===== src/rtl/core/assert_macros.svh =====
// Assertion macros shared by the serialiser modules.
`ifndef ASSERT_MACROS_SVH
`define ASSERT_MACROS_SVH

// The consequent must hold in the same cycle as the antecedent.
`define ASSERT_SAME(name, clk, rst, ante, cons, msg) \
   name: assert property (@(posedge clk) disable iff (rst) (ante) |-> (cons)) \
      else $error(msg);

// The consequent must hold in the cycle after the antecedent.
`define ASSERT_NEXT(name, clk, rst, ante, cons, msg) \
   name: assert property (@(posedge clk) disable iff (rst) (ante) |=> (cons)) \
      else $error(msg);

`endif


===== src/rtl/core/coapser_pkg.sv =====
package coapser_pkg;

   localparam int unsigned QueueDepthDefault = 4;

   localparam logic [8:0] ExtBase       = 9'd13;
   localparam logic [8:0] ExtMax        = 9'd268;
   localparam logic [7:0] PayloadMarker = 8'hFF;

   localparam logic [3:0] MaxTokenReset   = 4'd8;
   localparam logic [8:0] MaxOptionReset  = 9'd24;
   localparam logic [9:0] MaxPayloadReset = 10'd64;

   typedef enum logic [2:0] {
      CMD_HEADER    = 3'd0,
      CMD_TOKEN     = 3'd1,
      CMD_OPT_HDR   = 3'd2,
      CMD_OPT_VALUE = 3'd3,
      CMD_PAYLOAD   = 3'd4
   } cmd_type;

   typedef enum logic [2:0] {
      ERR_OK          = 3'd0,
      ERR_TOKEN_LEN   = 3'd1,
      ERR_OPTION_LEN  = 3'd2,
      ERR_PAYLOAD_LEN = 3'd3,
      ERR_BAD_DELTA   = 3'd4
   } err_type;

   typedef enum logic [1:0] {
      CSR_MAX_TOKEN   = 2'd0,
      CSR_MAX_OPTION  = 2'd1,
      CSR_MAX_PAYLOAD = 2'd2
   } csr_index_type;

   typedef struct packed {
      logic [3:0] max_token;
      logic [8:0] max_option;
      logic [9:0] max_payload;
   } cfg_type;

   // One classified item: up to four message bytes, or one error word.
   typedef struct packed {
      logic [3:0][7:0] bytes;
      logic [1:0]      last_idx;
      logic            byte_valid;
      err_type         error;
      logic            last_item;
   } job_type;

endpackage


===== src/rtl/core/coapser_front.sv =====
module coapser_front
   import coapser_pkg::*;
(
   input  logic        clock,
   input  logic        reset,
   input  cfg_type     cfg,
   input  logic        req_valid,
   output logic        req_stall,
   input  logic [2:0]  req_cmd,
   input  logic [1:0]  req_msg_version,
   input  logic [1:0]  req_msg_type,
   input  logic [3:0]  req_token_length,
   input  logic [7:0]  req_msg_code,
   input  logic [15:0] req_message_id,
   input  logic [15:0] req_option_number,
   input  logic [9:0]  req_option_length,
   input  logic [7:0]  req_data_byte,
   input  logic        req_last_item,
   input  logic        queue_full,
   output logic        push,
   output job_type     job
);

   logic [15:0] running_ff, running_in;
   logic [9:0]  pcount_ff, pcount_in;
   logic        started_ff, started_in;

   logic        fire;
   logic [16:0] diff;
   logic        delta_bad;
   logic        len_bad;
   logic        dext, lext;
   logic [3:0]  dn, ln;
   logic [7:0]  dext_byte, lext_byte;

   assign req_stall = queue_full;
   assign fire      = req_valid && !req_stall;

   assign diff      = {1'b0, req_option_number} - {1'b0, running_ff};
   assign delta_bad = diff[16] || (diff[15:0] > {7'd0, ExtMax});
   assign len_bad   = (req_option_length > {1'b0, cfg.max_option})
                      || (req_option_length > {1'b0, ExtMax});
   assign dext      = diff[15:0] >= {7'd0, ExtBase};
   assign lext      = req_option_length >= {1'b0, ExtBase};
   assign dn        = dext ? ExtBase[3:0] : diff[3:0];
   assign ln        = lext ? ExtBase[3:0] : req_option_length[3:0];
   assign dext_byte = 8'(diff[8:0] - ExtBase);
   assign lext_byte = 8'(req_option_length[8:0] - ExtBase);

   always_comb begin
      job            = '0;
      job.error      = ERR_OK;
      job.byte_valid = 1'b1;
      job.last_item  = req_last_item;
      push           = 1'b0;
      running_in     = running_ff;
      pcount_in      = pcount_ff;
      started_in     = started_ff;
      case (cmd_type'(req_cmd))
         CMD_HEADER: begin
            push = fire;
            if (req_token_length > cfg.max_token) begin
               job.byte_valid = 1'b0;
               job.error      = ERR_TOKEN_LEN;
            end else begin
               job.bytes[0] = {req_msg_version, req_msg_type, req_token_length};
               job.bytes[1] = req_msg_code;
               job.bytes[2] = req_message_id[15:8];
               job.bytes[3] = req_message_id[7:0];
               job.last_idx = 2'd3;
               running_in   = '0;
               pcount_in    = '0;
               started_in   = 1'b0;
            end
         end
         CMD_TOKEN, CMD_OPT_VALUE: begin
            push         = fire;
            job.bytes[0] = req_data_byte;
         end
         CMD_OPT_HDR: begin
            push = fire;
            if (len_bad) begin
               job.byte_valid = 1'b0;
               job.error      = ERR_OPTION_LEN;
            end else if (delta_bad) begin
               job.byte_valid = 1'b0;
               job.error      = ERR_BAD_DELTA;
            end else begin
               job.bytes[0] = {dn, ln};
               // The delta extension comes before the length extension.
               job.bytes[1] = dext ? dext_byte : lext_byte;
               job.bytes[2] = lext_byte;
               job.last_idx = 2'({1'b0, dext} + {1'b0, lext});
               running_in   = req_option_number;
            end
         end
         CMD_PAYLOAD: begin
            push = fire;
            if (pcount_ff >= cfg.max_payload) begin
               job.byte_valid = 1'b0;
               job.error      = ERR_PAYLOAD_LEN;
            end else begin
               if (!started_ff) begin
                  job.bytes[0] = PayloadMarker;
                  job.bytes[1] = req_data_byte;
                  job.last_idx = 2'd1;
               end else begin
                  job.bytes[0] = req_data_byte;
               end
               started_in = 1'b1;
               pcount_in  = pcount_ff + 10'd1;
            end
         end
         default: begin
            push = 1'b0;
         end
      endcase
   end

   always_ff @(posedge clock) begin
      if (reset) begin
         running_ff <= '0;
         pcount_ff  <= '0;
         started_ff <= 1'b0;
      end else if (fire) begin
         running_ff <= running_in;
         pcount_ff  <= pcount_in;
         started_ff <= started_in;
      end
   end

endmodule


===== src/rtl/core/coapser_queue.sv =====
`include "assert_macros.svh"

module coapser_queue
   import coapser_pkg::*;
#(
   parameter int unsigned Depth = QueueDepthDefault
) (
   input  logic    clock,
   input  logic    reset,
   input  logic    push,
   input  job_type push_job,
   input  logic    pop,
   output job_type pop_job,
   output logic    full,
   output logic    empty
);

   localparam int unsigned PtrWidth = (Depth > 1) ? $clog2(Depth) : 1;
   localparam int unsigned CntWidth = $clog2(Depth + 1);

   job_type               store_ff [Depth];
   logic [PtrWidth-1:0]   wr_ptr_ff, wr_ptr_in;
   logic [PtrWidth-1:0]   rd_ptr_ff, rd_ptr_in;
   logic [CntWidth-1:0]   count_ff, count_in;

   assign full    = count_ff == CntWidth'(Depth);
   assign empty   = count_ff == '0;
   assign pop_job = store_ff[rd_ptr_ff];

   always_comb begin
      wr_ptr_in = wr_ptr_ff;
      rd_ptr_in = rd_ptr_ff;
      count_in  = count_ff;
      if (push) begin
         wr_ptr_in = (wr_ptr_ff == PtrWidth'(Depth - 1)) ? '0 : wr_ptr_ff + 1'b1;
      end
      if (pop) begin
         rd_ptr_in = (rd_ptr_ff == PtrWidth'(Depth - 1)) ? '0 : rd_ptr_ff + 1'b1;
      end
      if (push && !pop) begin
         count_in = count_ff + 1'b1;
      end else if (pop && !push) begin
         count_in = count_ff - 1'b1;
      end
   end

   always_ff @(posedge clock) begin
      if (reset) begin
         wr_ptr_ff <= '0;
         rd_ptr_ff <= '0;
         count_ff  <= '0;
      end else begin
         wr_ptr_ff <= wr_ptr_in;
         rd_ptr_ff <= rd_ptr_in;
         count_ff  <= count_in;
      end
   end

   always_ff @(posedge clock) begin
      if (push) begin
         store_ff[wr_ptr_ff] <= push_job;
      end
   end

   `ASSERT_SAME(no_push_full, clock, reset, push, !full, "push into a full queue")
   `ASSERT_SAME(no_pop_empty, clock, reset, pop, !empty, "pop from an empty queue")
   `ASSERT_NEXT(count_track, clock, reset, !reset,
      count_ff == CntWidth'($past(count_ff) + $past(push) - $past(pop)),
      "queue fill count lost track of pushes and pops")

endmodule


===== src/rtl/core/coapser_back.sv =====
`include "assert_macros.svh"

module coapser_back
   import coapser_pkg::*;
(
   input  logic       clock,
   input  logic       reset,
   input  logic       queue_empty,
   input  job_type    queue_job,
   output logic       pop,
   output logic       rsp_valid,
   input  logic       rsp_stall,
   output logic [7:0] rsp_out_byte,
   output logic       rsp_byte_valid,
   output logic [2:0] rsp_error_code,
   output logic       rsp_last_byte,
   output logic       rsp_message_end
);

   job_type    cur_ff, cur_in;
   logic [1:0] idx_ff, idx_in;
   logic       busy_ff, busy_in;

   logic       out_valid_ff, out_valid_in;
   logic [7:0] out_byte_ff, out_byte_in;
   logic       out_bvalid_ff, out_bvalid_in;
   err_type    out_err_ff, out_err_in;
   logic       out_last_ff, out_last_in;
   logic       out_end_ff, out_end_in;

   logic advance;
   logic emit;
   logic job_done;

   // The output register frees up whenever the word in it is taken.
   assign advance  = !out_valid_ff || !rsp_stall;
   assign emit     = busy_ff && advance;
   assign job_done = idx_ff == cur_ff.last_idx;
   assign pop      = !queue_empty && (!busy_ff || (emit && job_done));

   always_comb begin
      cur_in        = cur_ff;
      idx_in        = idx_ff;
      busy_in       = busy_ff;
      out_valid_in  = out_valid_ff;
      out_byte_in   = out_byte_ff;
      out_bvalid_in = out_bvalid_ff;
      out_err_in    = out_err_ff;
      out_last_in   = out_last_ff;
      out_end_in    = out_end_ff;
      if (advance) begin
         out_valid_in  = busy_ff;
         out_byte_in   = cur_ff.bytes[idx_ff];
         out_bvalid_in = cur_ff.byte_valid;
         out_err_in    = cur_ff.error;
         out_last_in   = job_done;
         out_end_in    = job_done && cur_ff.last_item;
      end
      if (emit) begin
         idx_in = idx_ff + 2'd1;
         if (job_done) begin
            busy_in = 1'b0;
         end
      end
      if (pop) begin
         cur_in  = queue_job;
         idx_in  = '0;
         busy_in = 1'b1;
      end
   end

   always_ff @(posedge clock) begin
      if (reset) begin
         busy_ff      <= 1'b0;
         idx_ff       <= '0;
         out_valid_ff <= 1'b0;
      end else begin
         busy_ff      <= busy_in;
         idx_ff       <= idx_in;
         out_valid_ff <= out_valid_in;
      end
      cur_ff        <= cur_in;
      out_byte_ff   <= out_byte_in;
      out_bvalid_ff <= out_bvalid_in;
      out_err_ff    <= out_err_in;
      out_last_ff   <= out_last_in;
      out_end_ff    <= out_end_in;
   end

   assign rsp_valid       = out_valid_ff;
   assign rsp_out_byte    = out_byte_ff;
   assign rsp_byte_valid  = out_bvalid_ff;
   assign rsp_error_code  = out_err_ff;
   assign rsp_last_byte   = out_last_ff;
   assign rsp_message_end = out_end_ff;

   `ASSERT_SAME(err_word_shape, clock, reset, rsp_valid && !rsp_byte_valid,
      rsp_last_byte && (rsp_out_byte == 8'd0) && (rsp_error_code != ERR_OK),
      "an error word must be a lone zero word with a code")
   `ASSERT_SAME(ok_word_code, clock, reset, rsp_valid && rsp_byte_valid,
      rsp_error_code == ERR_OK, "a message byte carries an error code")
   `ASSERT_SAME(end_on_last, clock, reset, rsp_valid && rsp_message_end,
      rsp_last_byte, "message end away from the last word of an item")

endmodule


===== src/rtl/core/coap_message_serializer.sv =====
// CoAP message serialiser. Items arrive on the req_ channel and the encoded message leaves
// one byte per word on the rsp_ channel. A front stage checks each item against the limit
// registers and the running option number and turns it into a short list of bytes, a small
// queue (four items by default) holds those lists, and a back stage sends one word per cycle
// through an output register while rsp_stall is low. An input item is taken every cycle while
// the queue has room; the output side sets the sustained rate: a header gives four words, an
// option header one to three, the first payload byte of a message two, every other item one,
// and an item that fails a check a single error word. Items with cmd 5 to 7 are taken and
// give no word. The limit registers may be written only while no item is in flight.
module coap_message_serializer
   import coapser_pkg::*;
#(
   parameter int unsigned QueueDepth = QueueDepthDefault
) (
   input  logic        clock,
   input  logic        reset,
   input  logic        csr_write_en,
   input  logic [1:0]  csr_index,
   input  logic [9:0]  csr_write_data,
   input  logic        req_valid,
   output logic        req_stall,
   input  logic [2:0]  req_cmd,
   input  logic [1:0]  req_msg_version,
   input  logic [1:0]  req_msg_type,
   input  logic [3:0]  req_token_length,
   input  logic [7:0]  req_msg_code,
   input  logic [15:0] req_message_id,
   input  logic [15:0] req_option_number,
   input  logic [9:0]  req_option_length,
   input  logic [7:0]  req_data_byte,
   input  logic        req_last_item,
   output logic        rsp_valid,
   input  logic        rsp_stall,
   output logic [7:0]  rsp_out_byte,
   output logic        rsp_byte_valid,
   output logic [2:0]  rsp_error_code,
   output logic        rsp_last_byte,
   output logic        rsp_message_end
);

   cfg_type cfg_ff, cfg_in;
   job_type push_job, pop_job;
   logic    push, pop, full, empty;

   always_comb begin
      cfg_in = cfg_ff;
      if (csr_write_en) begin
         case (csr_index_type'(csr_index))
            CSR_MAX_TOKEN:   cfg_in.max_token   = csr_write_data[3:0];
            CSR_MAX_OPTION:  cfg_in.max_option  = csr_write_data[8:0];
            CSR_MAX_PAYLOAD: cfg_in.max_payload = csr_write_data;
            default:         cfg_in = cfg_ff;
         endcase
      end
   end

   always_ff @(posedge clock) begin
      if (reset) begin
         cfg_ff.max_token   <= MaxTokenReset;
         cfg_ff.max_option  <= MaxOptionReset;
         cfg_ff.max_payload <= MaxPayloadReset;
      end else begin
         cfg_ff <= cfg_in;
      end
   end

   coapser_front u_front (
      .clock             (clock),
      .reset             (reset),
      .cfg               (cfg_ff),
      .req_valid         (req_valid),
      .req_stall         (req_stall),
      .req_cmd           (req_cmd),
      .req_msg_version   (req_msg_version),
      .req_msg_type      (req_msg_type),
      .req_token_length  (req_token_length),
      .req_msg_code      (req_msg_code),
      .req_message_id    (req_message_id),
      .req_option_number (req_option_number),
      .req_option_length (req_option_length),
      .req_data_byte     (req_data_byte),
      .req_last_item     (req_last_item),
      .queue_full        (full),
      .push              (push),
      .job               (push_job)
   );

   coapser_queue #(
      .Depth (QueueDepth)
   ) u_queue (
      .clock    (clock),
      .reset    (reset),
      .push     (push),
      .push_job (push_job),
      .pop      (pop),
      .pop_job  (pop_job),
      .full     (full),
      .empty    (empty)
   );

   coapser_back u_back (
      .clock           (clock),
      .reset           (reset),
      .queue_empty     (empty),
      .queue_job       (pop_job),
      .pop             (pop),
      .rsp_valid       (rsp_valid),
      .rsp_stall       (rsp_stall),
      .rsp_out_byte    (rsp_out_byte),
      .rsp_byte_valid  (rsp_byte_valid),
      .rsp_error_code  (rsp_error_code),
      .rsp_last_byte   (rsp_last_byte),
      .rsp_message_end (rsp_message_end)
   );

endmodule


===== config.mk =====
export PLATFORM = sky130hd
export DESIGN_NAME = coap_message_serializer
export DESIGN_NICKNAME = d
export VERILOG_FILES = /design/src/rtl/core/coapser_pkg.sv /design/src/rtl/core/coapser_front.sv /design/src/rtl/core/coapser_queue.sv /design/src/rtl/core/coapser_back.sv /design/src/rtl/core/coap_message_serializer.sv
export VERILOG_INCLUDE_DIRS = /design/src /design/src/rtl/core
export SDC_FILE = /design/constraint.sdc
export NUM_CORES = 1
export LEC_CHECK = 0
export BUFFER_PORTS_ARGS = -buffer_cell sky130_fd_sc_hd__buf_2
export CORE_MARGIN = 5
export CORE_UTILIZATION = 60
export CTS_CLUSTER_SIZE = 20
export DETAILED_ROUTE_END_ITERATION = 8
export HOLD_SLACK_MARGIN = 0.05
export PLACE_DENSITY = 0.92
export SETUP_SLACK_MARGIN = 0.4
export SYNTH_ARGS = -nofsm -noshare
export SYNTH_HDL_FRONTEND = slang
export SYNTH_SLANG_ARGS = --single-unit
export TNS_END_PERCENT = 5

===== constraint.sdc =====
create_clock -name clock -period 9.22 [get_ports clock]
set_clock_uncertainty 0.05 [all_clocks]
set_input_delay 2.766 -clock clock [delete_from_list [all_inputs] [get_ports clock]]
set_output_delay 2.766 -clock clock [all_outputs]
set_load 0.03 [all_outputs]

==> metrics <==
mapped cell area=12400 µm²; RSZ-0062 raised after global routing=false; status=finished, final reports clean; kind of end point of the critical path=flip-flop; final cell count without fillers=1299; Inst Count DP=1251; layout cells sized above 1=21.4%; grt ovf=0; worst setup margin=3020 ps; die span in y=154 µm; Pwr Total=3.39 mW; worst reg2reg setup slack=5060 ps; Cell Pwr Density=241 nW/µm²; Core Util, Final=69.1%; global-route track usage on met1=31.1%; maximum number of buffers from clock root to sink=3; DP Worst Slack=2610 ps; Max Fclk=0.161 GHz; Initial Util=61.1%; share of power burned in registers=48.3%; Initial DRC Count=639; largest net degree at the start of global routing=44; cts hold-fix bufs=0; syn_nets=1050; Peak VDD IR=172 µV; Core Box Area=20400 µm²; Async SR Flop Fraction=0%; Critical Path RT=9370 ps; post-synthesis sequential area ratio=60.2%; GR Layer Usage met2=40.5%; dominant cell type by area after synthesis=edfxtp_1; top_reg_cell synth=edfxtp_1; power share of the clock group=31.8%; most frequent cells in the layout=edfxtp_1, buf_2, dfxtp_1; Tcrit/Tclk final=67.2%; first-pass GRT wire length=44200 µm; setup_tns=0 ps; Slew HR=29.8%; Antenna diodes=0; CTS buffer count=26; Comb pwr share=19.8%; switch share=27.1%; CTS Sinks=270; final instance area=14100 µm²; top-area cell type share of the netlist area=50.4%; All-Layer GR Usage=23.7%; Routed WL=28200 µm; vias in the first global route=7971; DRC Markers=0; Vias=7979; Yosys cell types=70; TritonRoute pass-1 iters=5; YS warnings=0; commonest non-fill, non-tap cell in the layout=edfxtp_1; Mean Syn Cell Area=13.7 µm²; clk slew on worst S/H paths=60 ps; Slew @ Worst Pin=1040 ps; Post-CTS Setup Bufs=0; post_cts resized=0; Syn Inst Count=909; total internal power=2.47 mW; top cells by area, synth=edfxtp_1, dfxtp_1, mux4_2, ha_1, a21oi_1; Setup Crit Path Kind=primary input to flip-flop; Fin. Hold Viols=0; # H-tree levels=1; Post-synth EDFFs=209; die area=23700 µm²; GP Congestion=0.879; PortBufs=102; minimum clock period=6200 ps; Post-DP HPWL=18900 µm; Worst setup SP type=primary input; Slew Viols, Final=0; CP Cell Sequence=buf_2, inv_1, ha_1, fa_1, nand2b_1, a21o_1, and2_1, o211a_1, xnor2_1, nor4_4, nand3_2, o311ai_0; CTS tree=yes; NetSw=0.920 mW; slowest CP cell=o311ai_0; Max Cap Viol=0; Hold/Removal Path Class=flip-flop to flip-flop; Worst Hold Margin=380 ps; Crit path arrival time=6350 ps; routed length per instance=21.7 µm; Routed Antenna Nets=0; Area Overhead vs Synth=13.0%; row count=52; busiest metal layer after global routing=met2; root buf cell=clkbuf_16; Vias/cell=6.14; crit-path max FO=26; Leak Pwr=5.20 nW; Layout Nets=1150; Die X=154 µm; Crit path largest cell delay=890 ps; clock latency on the worst-skew pair=530 ps; # setup viols final=0; Placed Area=13200 µm²; Synth Register Bits=270; GR Util met3=3.57%; IO Count=103; initial antenna violation count=0
-- cell usage after synthesis (5+ instances only) --
library cell,number
xor2_1,16
nor2b_1,7
a31oi_1,8
a22o_1,17
a21o_1,10
nand2b_1,5
clkbuf_1,26
xnor2_1,12
nand3_1,12
buf_1,7
and3_1,7
nand2_1,49
and2_1,16
nand3b_1,5
edfxtp_1,209
a22oi_1,5
o21ai_0,42
a21oi_1,50
mux4_2,47
dfxtp_1,61
nor3_1,13
o21a_1,9
or3_1,7
mux2i_1,23
nand4b_1,6
nor2_1,58
ha_1,52
nand4_1,5
o211ai_1,9
inv_1,54
-- registers in the layout, summed over array words and instances, names as in the netlist, 2 cells and up --
register / count
u_back.cur_ff: 39
u_back.rsp_error_code: 3
u_back.idx_ff: 2
u_queue.store_ff: 156
u_queue.rd_ptr_ff: 2
u_back.rsp_out_byte: 8
u_queue.count_ff: 3
cfg_ff: 23
u_queue.wr_ptr_ff: 2
u_front.pcount_ff: 10
u_front.running_ff: 16
-- worst max-delay path, delay by kind of cell --
family | cells | cell delay, ps
adders and majority gates | 2 | 650
AOI/OAI and AO/OA | 3 | 1320
buffers and inverters | 2 | 130
and+or+nand+nor | 4 | 1340
xor gates and xnor gates | 1 | 150
-- cell type report --
type	count	area (µm²)
Sequential cell	270	7500
Fill cell	1323	6290
Multi-Input combinational cell	544	4570
Clock buffer	42	793
Timing Repair Buffer	112	586
Tap cell	270	338
Inverter	55	209
Clock inverter	6	80.1
-- layer usage --
metal / share of wire (%) / vias up
met5: 0 / -
li1: - / 3646
met4: 3.6 / 0
met1: 39 / 3864
met3: 7.2 / 77
met2: 50 / 392
-- path summary, 6_finish.rpt --
kind / from / to / depth (start not counted)
worst max-delay path: req_option_number[0] / u_queue.store_ff[1][8] / 12
worst min register to register: u_back.cur_ff[4] / u_back.rsp_byte_valid / 0
worst min-delay path: u_back.cur_ff[4] / u_back.rsp_byte_valid / 0
worst max register to register: u_front.running_ff[6] / u_queue.store_ff[1][8] / 10
-- logic make-up (layout without fill, tap and decap cells) --
kind of cell,after synthesis,in the layout,share of synthesized area (%)
adders and majority gates,54,54,5.55
buffers and inverters,95,215,3.13
muxes,73,73,10.7
xor gates and xnor gates,28,28,1.97
DFF,270,270,60.2
and+or+nand+nor,206,206,8.50
AOI/OAI and AO/OA,183,183,9.94
-- power by group through the flow --
| stage | Clock [mW] | Sequential [mW] | Combinational (mW) |
|---|---|---|---|
| final | 1.08 | 1.64 | 0.673 |
| after global routing | 1.15 | 1.66 | 0.725 |
| after CTS | 1.09 | 1.64 | 0.677 |
| after detailed placement | 0 | 1.66 | 0.666 |
| after global placement | 0 | 1.65 | 0.639 |
| after floorplan | 0 | 1.69 | 0.429 |
No activity file was read; power rests on OpenSTA's default activity.
